===== src/hdl/fts_pkg.sv =====
package fts_pkg;

  // Default width of the time base in bits.
  localparam int TIME_WIDTH_DEF = 48;

  // Field widths on the channels.
  localparam int NOW_W      = 48;
  localparam int REQ_W      = 32;
  localparam int KIND_W     = 3;
  localparam int INTERVAL_W = 16;
  localparam int MAXSTEP_W  = 8;
  localparam int CFG_IDX_W  = 4;
  localparam int CFG_DATA_W = 16;

  // Packed widths of tdata, padded to whole bytes.
  localparam int IN_DATA_W  = 88;
  localparam int OUT_DATA_W = 40;

  // Request kinds.
  localparam logic [KIND_W-1:0] KIND_BEGIN_FRAME = 3'd0;
  localparam logic [KIND_W-1:0] KIND_BEGIN_PHASE = 3'd1;
  localparam logic [KIND_W-1:0] KIND_POLL        = 3'd2;
  localparam logic [KIND_W-1:0] KIND_QUEUE       = 3'd3;
  localparam logic [KIND_W-1:0] KIND_SET_PAUSE   = 3'd4;
  localparam logic [KIND_W-1:0] KIND_SINGLE_STEP = 3'd5;
  localparam logic [KIND_W-1:0] KIND_RESTART     = 3'd6;

  // Configuration register indexes.
  localparam logic [CFG_IDX_W-1:0] REG_INTERVAL  = 4'd0;
  localparam logic [CFG_IDX_W-1:0] REG_MAX_STEPS = 4'd1;

  // Reset values of the configuration registers.
  localparam logic [INTERVAL_W-1:0] INTERVAL_RST = 16'd16;
  localparam logic [MAXSTEP_W-1:0]  MAXSTEP_RST  = 8'd5;

  // Saturation value of the manual step queue.
  localparam logic [REQ_W-1:0] QUEUE_MAX = {REQ_W{1'b1}};

endpackage


===== src/hdl/fixed_timestep_scheduler.sv =====
// Fixed-timestep scheduler with a catch-up limit.
//
// Requests arrive on the in_ channel; in_tuser carries the request kind
// (begin frame, begin fixed phase, poll, queue steps, set pause, request
// single step, restart) and in_tdata carries the time stamp, the step count
// and the pause value. Every request yields exactly one result on the out_
// channel: the update grant, the pause and single-step flags and the number
// of manual steps still queued.
// The interval and the per-phase cap are written on the cfg_ channel, which
// is always ready; write them only while no request is in flight.
// Each request passes one input register, then the state update and the
// result register. One request is accepted per cycle while results are
// taken; the single state update, one subtract and compare on the time
// base plus a 16x8 product, sets that rate.
// When the receiver stalls, the result holds and one more request may enter
// the input register; after that in_tready drops until the result is taken.
// Reset empties both registers, clears the scheduler state and restores the
// interval to 16 ms and the cap to 5 steps.
module fixed_timestep_scheduler #(
  parameter int TIME_WIDTH = fts_pkg::TIME_WIDTH_DEF
) (
  input  logic                            clk,
  input  logic                            rst_n,
  // Request channel.
  input  logic                            in_tvalid,
  output logic                            in_tready,
  // tdata: now_ms [47:0], step_request [79:48], pause_value [80], zeros above.
  input  logic [fts_pkg::IN_DATA_W-1:0]   in_tdata,
  // tuser: kind [2:0].
  input  logic [fts_pkg::KIND_W-1:0]      in_tuser,
  // Result channel.
  output logic                            out_tvalid,
  input  logic                            out_tready,
  // tdata: do_update [0], paused_now [1], single_step_pending [2],
  // queued_left [34:3], zeros above.
  output logic [fts_pkg::OUT_DATA_W-1:0]  out_tdata,
  // Configuration write channel.
  input  logic                            cfg_valid,
  output logic                            cfg_ready,
  input  logic [fts_pkg::CFG_IDX_W-1:0]   cfg_index,
  input  logic [fts_pkg::CFG_DATA_W-1:0]  cfg_data
);

  import fts_pkg::*;

  localparam int PROD_W = INTERVAL_W + MAXSTEP_W;
  localparam int CMP_W  = (TIME_WIDTH > PROD_W) ? TIME_WIDTH : PROD_W;

  // Configuration registers.
  logic [INTERVAL_W-1:0] interval_r;
  logic [MAXSTEP_W-1:0]  max_steps_r;

  // Input register.
  logic                  s1_valid_r;
  logic [KIND_W-1:0]     s1_kind_r;
  logic [NOW_W-1:0]      s1_now_r;
  logic [REQ_W-1:0]      s1_req_r;
  logic                  s1_pause_r;

  // Scheduler state.
  logic [TIME_WIDTH-1:0] next_due_r, next_due_nxt;
  logic [MAXSTEP_W-1:0]  steps_r, steps_nxt;
  logic [REQ_W-1:0]      queued_r, queued_nxt;
  logic                  paused_r, paused_nxt;
  logic                  single_r, single_nxt;
  logic                  upd_nxt;

  // Result register.
  logic                  out_valid_r;
  logic                  out_upd_r;
  logic                  out_paused_r;
  logic                  out_single_r;
  logic [REQ_W-1:0]      out_queued_r;

  logic                  out_free;
  logic                  s1_fire;
  logic [63:0]           now_ext;
  logic [TIME_WIDTH-1:0] now_tw;
  logic [TIME_WIDTH-1:0] elapsed;
  logic [PROD_W-1:0]     catchup_span;
  logic                  lagging;
  logic                  not_due;
  logic                  capped;
  logic [REQ_W:0]        queue_sum;

  // Handshakes.
  assign out_free  = !out_valid_r || out_tready;
  assign s1_fire   = s1_valid_r && out_free;
  assign in_tready = !s1_valid_r || out_free;
  assign cfg_ready = 1'b1;

  // Configuration writes.
  always_ff @(posedge clk) begin
    if (!rst_n) begin
      interval_r  <= INTERVAL_RST;
      max_steps_r <= MAXSTEP_RST;
    end else if (cfg_valid) begin
      case (cfg_index)
        REG_INTERVAL:  interval_r  <= cfg_data;
        REG_MAX_STEPS: max_steps_r <= cfg_data[MAXSTEP_W-1:0];
        default: ;
      endcase
    end
  end

  // Input register.
  always_ff @(posedge clk) begin
    if (!rst_n) begin
      s1_valid_r <= 1'b0;
    end else if (in_tready) begin
      s1_valid_r <= in_tvalid;
    end
  end

  always_ff @(posedge clk) begin
    if (in_tready && in_tvalid) begin
      s1_kind_r  <= in_tuser;
      s1_now_r   <= in_tdata[NOW_W-1:0];
      s1_req_r   <= in_tdata[NOW_W+REQ_W-1:NOW_W];
      s1_pause_r <= in_tdata[NOW_W+REQ_W];
    end
  end

  // Time arithmetic, modulo the time base.
  assign now_ext      = {{(64-NOW_W){1'b0}}, s1_now_r};
  assign now_tw       = now_ext[TIME_WIDTH-1:0];
  assign elapsed      = now_tw - next_due_r;
  assign catchup_span = PROD_W'(interval_r) * PROD_W'(max_steps_r);
  assign lagging      = CMP_W'(elapsed) > CMP_W'(catchup_span);
  assign not_due      = elapsed < TIME_WIDTH'(interval_r);
  assign capped       = steps_r >= max_steps_r;
  assign queue_sum    = {1'b0, queued_r} + {1'b0, s1_req_r};

  // Next state and grant for the request in the input register.
  always_comb begin
    next_due_nxt = next_due_r;
    steps_nxt    = steps_r;
    queued_nxt   = queued_r;
    paused_nxt   = paused_r;
    single_nxt   = single_r;
    upd_nxt      = 1'b0;
    case (s1_kind_r)
      KIND_BEGIN_FRAME: begin
        if (paused_r && single_r) paused_nxt = 1'b0;
      end
      KIND_BEGIN_PHASE: begin
        if (lagging) next_due_nxt = now_tw;
        steps_nxt = '0;
      end
      KIND_POLL: begin
        if (queued_r != '0) begin
          // A queued manual step obeys only the per-phase cap.
          if (!capped) begin
            queued_nxt   = queued_r - 1'b1;
            upd_nxt      = 1'b1;
            next_due_nxt = next_due_r + TIME_WIDTH'(interval_r);
            steps_nxt    = steps_r + 1'b1;
          end
        end else if (!(paused_r && !single_r)) begin
          if (not_due || capped) begin
            // A single step that cannot run pauses again.
            if (single_r && !paused_r) begin
              paused_nxt = 1'b1;
              single_nxt = 1'b0;
            end
          end else begin
            upd_nxt      = 1'b1;
            next_due_nxt = next_due_r + TIME_WIDTH'(interval_r);
            steps_nxt    = steps_r + 1'b1;
          end
        end
      end
      KIND_QUEUE: begin
        if (paused_r && s1_req_r != '0) begin
          queued_nxt = queue_sum[REQ_W] ? QUEUE_MAX : queue_sum[REQ_W-1:0];
        end
      end
      KIND_SET_PAUSE: begin
        paused_nxt = s1_pause_r;
      end
      KIND_SINGLE_STEP: begin
        single_nxt = 1'b1;
      end
      KIND_RESTART: begin
        steps_nxt    = '0;
        queued_nxt   = '0;
        next_due_nxt = now_tw;
        paused_nxt   = 1'b0;
        single_nxt   = 1'b0;
      end
      default: ;
    endcase
  end

  // State update, one request per cycle while the result register is free.
  always_ff @(posedge clk) begin
    if (!rst_n) begin
      next_due_r <= '0;
      steps_r    <= '0;
      queued_r   <= '0;
      paused_r   <= 1'b0;
      single_r   <= 1'b0;
    end else if (s1_fire) begin
      next_due_r <= next_due_nxt;
      steps_r    <= steps_nxt;
      queued_r   <= queued_nxt;
      paused_r   <= paused_nxt;
      single_r   <= single_nxt;
    end
  end

  // Result register.
  always_ff @(posedge clk) begin
    if (!rst_n) begin
      out_valid_r <= 1'b0;
    end else if (out_free) begin
      out_valid_r <= s1_valid_r;
    end
  end

  always_ff @(posedge clk) begin
    if (s1_fire) begin
      out_upd_r    <= upd_nxt;
      out_paused_r <= paused_nxt;
      out_single_r <= single_nxt;
      out_queued_r <= queued_nxt;
    end
  end

  assign out_tvalid = out_valid_r;
  assign out_tdata  = {{(OUT_DATA_W-REQ_W-3){1'b0}}, out_queued_r,
                       out_single_r, out_paused_r, out_upd_r};

endmodule


===== config.mk =====
export PLATFORM = sky130hd
export DESIGN_NAME = fixed_timestep_scheduler
export DESIGN_NICKNAME = d
export VERILOG_FILES = /design/src/hdl/fts_pkg.sv /design/src/hdl/fixed_timestep_scheduler.sv
export SDC_FILE = /design/constraint.sdc
export NUM_CORES = 1
export LEC_CHECK = 0
export BUFFER_PORTS_ARGS = -buffer_cell sky130_fd_sc_hd__buf_2
export CORE_MARGIN = 2
export CORE_UTILIZATION = 35
export DETAILED_ROUTE_END_ITERATION = 12
export GPL_TIMING_DRIVEN = 0
export HOLD_SLACK_MARGIN = 0.12
export PLACE_DENSITY = 0.57
export SLEW_MARGIN = 40
export SYNTH_ARGS = -nofsm -noshare
export SYNTH_HDL_FRONTEND = slang
export SYNTH_SLANG_ARGS = --single-unit

===== constraint.sdc =====
create_clock -name clk -period 11.55 [get_ports clk]
set_input_delay 2.31 -clock clk [delete_from_list [all_inputs] [get_ports clk]]
set_output_delay 2.31 -clock clk [all_outputs]
set_load 0.03 [all_outputs]

==> metrics.txt, run 1 <==
Max clock buf depth 3; Die Footprint 61770 sq um; post-DP HPWL 58020 microns; die width 248.5 microns; initial antenna violation count 0; worst hold slack 477.0 ps; core area 59020 sq um; FF-to-FF Start max_steps_r[2]; boundary pin count 159; CP arrival 9380 ps; drt pass-1 iters 6; area of the mapped netlist 20930 sq um; DR WL/cell 21.59 microns; fin crit share 76.79%; Setup Fix Bufs, Post-CTS 0; Async S/R FF share, synth 0%; flops & latches, synth 235; H-tree lvl count 1; CTS buffer count 31; PwrDens 107.8 nW/um^2; final WL 74350 microns; Slowest cell on crit path clkbuf_1; ys flop type edfxtp_1; initial core utilization 35.46%; FP Rows 89; Synth area leader edfxtp_1; largest net degree at the start of global routing 43; fillers 6000; maximum clock rate 112.8 MHz; most frequent cell after synthesis nor2_1; number of global-route vias before repair 19690; Vias 19699; r2r endpoint next_due_r[38]; Yosys cell types 95; Clock Root Buffer clkbuf_16; GPL Wtd Cong 0.9478; final worst path period need 8869 ps; Leakage 9.839 nW; # nets final 3036; CTS tree built; clk_skew 18.23 ps; Total GRT Usage 23.45%; HP Class flop to flop; post-synth top area share 17.07%; Worst path max stage delay 700 ps; Critical path destination next_due_r[38]; RSZ-0062 raised after global routing false; critical path capture point type flop; final hold violation count 0; Detail Route Antenna Nets 0; ranking of synthesized cells by area edfxtp_1, ha_1, dfxtp_1; Worst Path Max Fanout 10; setup_tns 0 ps; Ys Warns 0; Post-synth EDFFs 119; P&R area growth vs syn 13.85%; first-pass GRT wire length 114200 microns; Max Slew Vio Count 0; Synth Instances 2460; Post-CTS Hold Fix Bufs 0; Req. time, crit path 12060 ps; clk slew on worst S/H paths 60 ps; Synth Area per Inst 8.508 sq um; Clock Latency Late Sink 610 ps; Setup violations, final 0; Max-Cap Viols 0; sequential-to-total area share from yosys stat 28.17%; drt via density 5.720; DRC viols 0; CTS Sinks 235; Post-CTS Resized 0; CP startpoint max_steps_r[2]; Slew headroom 37.38%; die height 248.5 microns; Port Buffer Count 144; Iter 0 DRT Violations 1697; nature of the critical path startpoint flop; actual slew at the worst max-slew pin 939.2 ps; layout cell share with drive strength beyond 1 11.42%; GR Overflow Total 0; FF-to-FF path depth 32; synth cell count leaders nor2_1, inv_1, nand2_1, a21oi_1, ha_1; reg2reg setup slack 2680 ps; Worst IR Drop VDD 113.8 uV; outcome finished, final reports clean; CP Class flop to flop
## power breakdown
group | switching [mW] | total (mW) | internal (mW) | leakage (nW)
Sequential | 0.0399 | 0.961 | 0.921 | 2.10
Combinational | 0.373 | 0.584 | 0.212 | 7.22
Clock | 0.417 | 1.02 | 0.606 | 0.516
## per-layer routing
metal  vias to the layer above  GRT usage, %  share of wire [%]
li1                       9219             -                  -
met1                      9565         31.51                 43
met2                       783         38.56                 47
met3                       132         3.632                7.1
met4                         0         7.442                3.1
met5                         -             0                  0
## state kept, by name (all words and copies together) (netlist names), 3 cells and up
register	flops
s1_req_r	32
queued_r	32
s1_kind_r	3
max_steps_r	8
steps_r	8
next_due_r	48
now_tw	48
out_queued_r	32
interval_r	16
## cell usage in the layout (no fill, tap or decap), types with 25 or more instances in the layout
master / instances
and2_1: 33
inv_1: 225
nor2_1: 237
nand2_1: 225
o211ai_1: 25
dfxtp_1: 116
nor3_1: 48
ha_1: 188
fa_1: 87
xnor2_1: 63
o21ai_0: 133
edfxtp_1: 119
a21o_1: 52
or3_1: 26
nand2b_1: 31
buf_2: 155
clkbuf_1: 67
nand4_1: 32
a21oi_1: 214
nand3_1: 61
clkbuf_16: 31
xor2_1: 30
## metrics by stage
step | instance area [sq um] | power (mW) | worst slack (ps) | cells | util (%)
5_1_grt | 23820 | 2.678 | 2054 | 3443 | 40.37
4_1_cts | 23790 | 2.579 | 2708 | 3442 | 40.31
2_1_floorplan | 20940 | 1.359 | 4910 | 2464 | -
3_3_place_gp | 22630 | 1.539 | 2868 | 3381 | 38.35
3_5_place_dp | 22730 | 1.550 | 2764 | 3384 | 38.51
6_report | 23830 | 2.568 | 2681 | 3444 | 40.37
## cell families (layout without fill, tap and decap cells)
kind of cell / after synthesis / after routing / synth area share, %
buffers and inverters: 336 / 542 / 6.516
AOI/OAI and AO/OA: 716 / 716 / 23.35
other: 2 / 7 / 0.03588
muxes: 14 / 14 / 0.6696
and+or+nand+nor: 789 / 789 / 17.80
xor gates and xnor gates: 93 / 93 / 3.892
DFF: 235 / 235 / 28.17
adders and majority gates: 275 / 275 / 19.56
## worst min-delay path by stage
stage,from,slack [ps],cells after the start,to
floorplan,next_due_r[33],450,2,next_due_r[33]
global placement,next_due_r[33],450,2,next_due_r[33]
detailed placement,next_due_r[33],470,2,next_due_r[33]
CTS,next_due_r[33],480,2,next_due_r[33]
global route,next_due_r[33],510,2,next_due_r[33]
finish,next_due_r[33],480,2,next_due_r[33]
## worst max-delay path, delay by kind of cell, from the launching register on
kind / cells / cell delay (ps)
and+or+nand+nor: 6 / 1080
DFF: 1 / 370
AOI/OAI and AO/OA: 13 / 2980
adders and majority gates: 6 / 2590
xor gates and xnor gates: 1 / 90
buffers and inverters: 6 / 1660
## final cells by class
| class | count | area [sq um] | share of cell area, % |
|---|---|---|---|
| Inverter | 232 | 870.8 | 3.655 |
| Multi-Input combinational cell | 1893 | 13730 | 57.63 |
| Antenna cell | 1 | 2.502 | 0.01050 |
| Sequential cell | 235 | 5896 | 24.74 |
| Clock inverter | 23 | 270.3 | 1.134 |
| Buffer | 104 | 506.7 | 2.127 |
| Tap cell | 773 | 967.2 | 4.059 |
| Clock buffer | 35 | 790.8 | 3.319 |
| Timing Repair Buffer | 148 | 792.0 | 3.324 |
No activity file was read; power rests on OpenSTA's default activity.
==> inputs of run 2 (changes only) <==
--- a/config.mk
+++ b/config.mk
@@ -11,7 +11,7 @@
 export DETAILED_ROUTE_END_ITERATION = 12
 export GPL_TIMING_DRIVEN = 0
 export HOLD_SLACK_MARGIN = 0.12
-export PLACE_DENSITY = 0.57
+export PLACE_DENSITY = 0.59
 export SLEW_MARGIN = 40
 export SYNTH_ARGS = -nofsm -noshare
 export SYNTH_HDL_FRONTEND = slang
==> constraint.sdc (replaced) <==
create_clock -name clk -period 7.3 [get_ports clk]
set_input_delay 1.46 -clock clk [delete_from_list [all_inputs] [get_ports clk]]
set_output_delay 1.46 -clock clk [all_outputs]
set_load 0.03 [all_outputs]
==> run 2 against run 1 <==
  * Clock skew rose by 23 ps
  * First-iteration DRC count rose by 1.7%
  * Die area did not move
  * Hold slack improved by 4.5 ps
  * Power rose by 59%
  * Largest cell class unchanged
  * Largest power group unchanged
  * Sequential share of layout area fell by 0.32 points
  * Via count rose by 1.4%
  * Wire length rose by 0.52%
==> metrics.txt, run 2 (synthesized netlist as in run 1, its figures left out) <==
Die Footprint 61770 sq um (unchanged); # nets final 3053 (+0.56%); Worst Path Max Fanout 10 (unchanged); number of global-route vias before repair 19985 (+1.5%); final hold violation count 0 (unchanged); placed insts 3384 (unchanged); initial core utilization 35.46% (unchanged); Vias 19976 (+1.4%); CP arrival 7650 ps (-1730 ps); Port Buffer Count 144 (unchanged); GPL Wtd Cong 0.9226 (-2.7%); # diodes 0 (-1); Max Slew Vio Count 0 (unchanged); Post-CTS Hold Fix Bufs 0 (unchanged); H-tree lvl count 1 (unchanged); HP Class flop to flop; CTS Sinks 235 (unchanged); maximum clock rate 141.0 MHz (+25%); outcome finished, final reports clean; FP Rows 89 (unchanged); critical path capture point type flop; CP top delay family adder cells; Max clock buf depth 3 (unchanged); fin crit share 97.17% (+20 points); Detail Route Antenna Nets 0 (unchanged); final worst path period need 7094 ps (-1775 ps); initial antenna violation count 0 (unchanged); drt pass-1 iters 6 (unchanged); actual slew at the worst max-slew pin 913.4 ps (-25.80 ps); Leakage 10.00 nW (+1.6%); DR WL/cell 21.60 microns (about the same); P&R area growth vs syn 15.99%; die width 248.5 microns (unchanged); Req. time, crit path 7860 ps (-4200 ps); core area 59020 sq um (unchanged); first-pass GRT wire length 115000 microns (+0.70%); PwrDens 168.5 nW/um^2 (+56%); CTS buffer count 30 (-3.2%); Worst IR Drop VDD 184.9 uV (+62%); Final Non-Filler Cells 3459 (+0.44%); pre-CTS setup slack -1475 ps (-4239 ps); Iter 0 DRT Violations 1726 (+1.7%); largest net degree at the start of global routing 43 (unchanged); die height 248.5 microns (unchanged); commonest non-fill, non-tap cell in the layout nor2_1; nature of the critical path startpoint flop; layout cell share with drive strength beyond 1 14.59% (+3.2 points); Total GRT Usage 23.44% (about the same); CP bufs+invs 6 (unchanged); CP Class flop to flop; Slowest cell on crit path fa_1; Slew headroom 39.10% (+1.7 points); RSZ-0062 raised after global routing true; Final WS setup 206.3 ps (-2475 ps); clk_skew 41.33 ps (+23.11 ps); CTS tree built; Clock Latency Late Sink 620 ps (about the same); commonest non-fill, non-tap cells in the layout nor2_1, nand2_1, inv_1, a21oi_1, ha_1; boundary pin count 159 (unchanged); total power 4.090 mW (+59%); DRC viols 0 (unchanged); Max-Cap Viols 0 (unchanged); clk slew on worst S/H paths 60 ps (about the same); final WL 74730 microns (+0.52%); GR Overflow Total 0 (unchanged); Setup violations, final 0 (unchanged); post-DP HPWL 57670 microns (-0.60%); drt via density 5.775 (+0.97%); Clock Root Buffer clkbuf_16; Worst path max stage delay 550 ps (-150 ps)
-- run 2: metal layers --
layer  routed length [microns]  share of wire [%]  vias to the layer above  global-route usage (%)
met3                      5859                7.8                      183                   4.292
met2                     34080                 46                      861                   38.16
met5                         0                  0                        -                       0
met4                      2845                3.8                        0                   8.298
li1                          -                  -                     9250                       -
met1                     31950                 43                     9682                   31.07
-- run 2: where the power goes --
| group | total, mW | internal (mW) | switching (mW) |
|---|---|---|---|
| clock network | 1.63 | 0.956 | 0.675 |
| registers | 1.52 | 1.46 | 0.0637 |
| logic | 0.940 | 0.342 | 0.598 |
-- run 2: final timing paths --
kind | start | endpoint | slack (ps) | cells past startpoint
worst max-delay path | max_steps_r[3] | next_due_r[36] | 210 | 30
worst min-delay path | next_due_r[33] | next_due_r[33] | 480 | 2
worst max register to register | max_steps_r[3] | next_due_r[36] | 210 | 30
worst min register to register | next_due_r[33] | next_due_r[33] | 480 | 2
-- run 2: worst register-to-register path: cells and delay by family (launching register included) --
family	cells	cell delay, ps
AOI/OAI and AO/OA	10	1820
xor gates and xnor gates	1	90
adders and majority gates	6	2680
buffers and inverters	6	760
DFF	1	410
and+or+nand+nor	7	1310
-- run 2: layout make-up --
class	count	area (sq um)
clock buffer	34	775.7
timing repair buffer	167	948.4
sequential	235	5928
fill	5987	34740
tap	773	967.2
buffer	103	579.3
multi-input combinational	1893	13890
inverter	232	889.6
clock inverter	22	299.0
-- run 2: repair_timing --
item / in CTS / in global routing
gates resized for setup: 56 / 55
pin swaps: 7 / 15
endpoints found under the setup margin: 48 / 48
buffers inserted: 6 / 13
cloned: 0 / 1
-- run 2: through the flow --
stage	util, %	hold slack (ps)	area, sq um	TNS, ps
6_report	41.13	481.5	24280	0
5_1_grt	41.13	514.4	24280	-68.78
4_1_cts	40.63	481.8	23980	-16.92
3_5_place_dp	38.52	473.5	22730	-60530
3_3_place_gp	38.35	454.2	22630	-53950
2_1_floorplan	-	448.3	20940	0
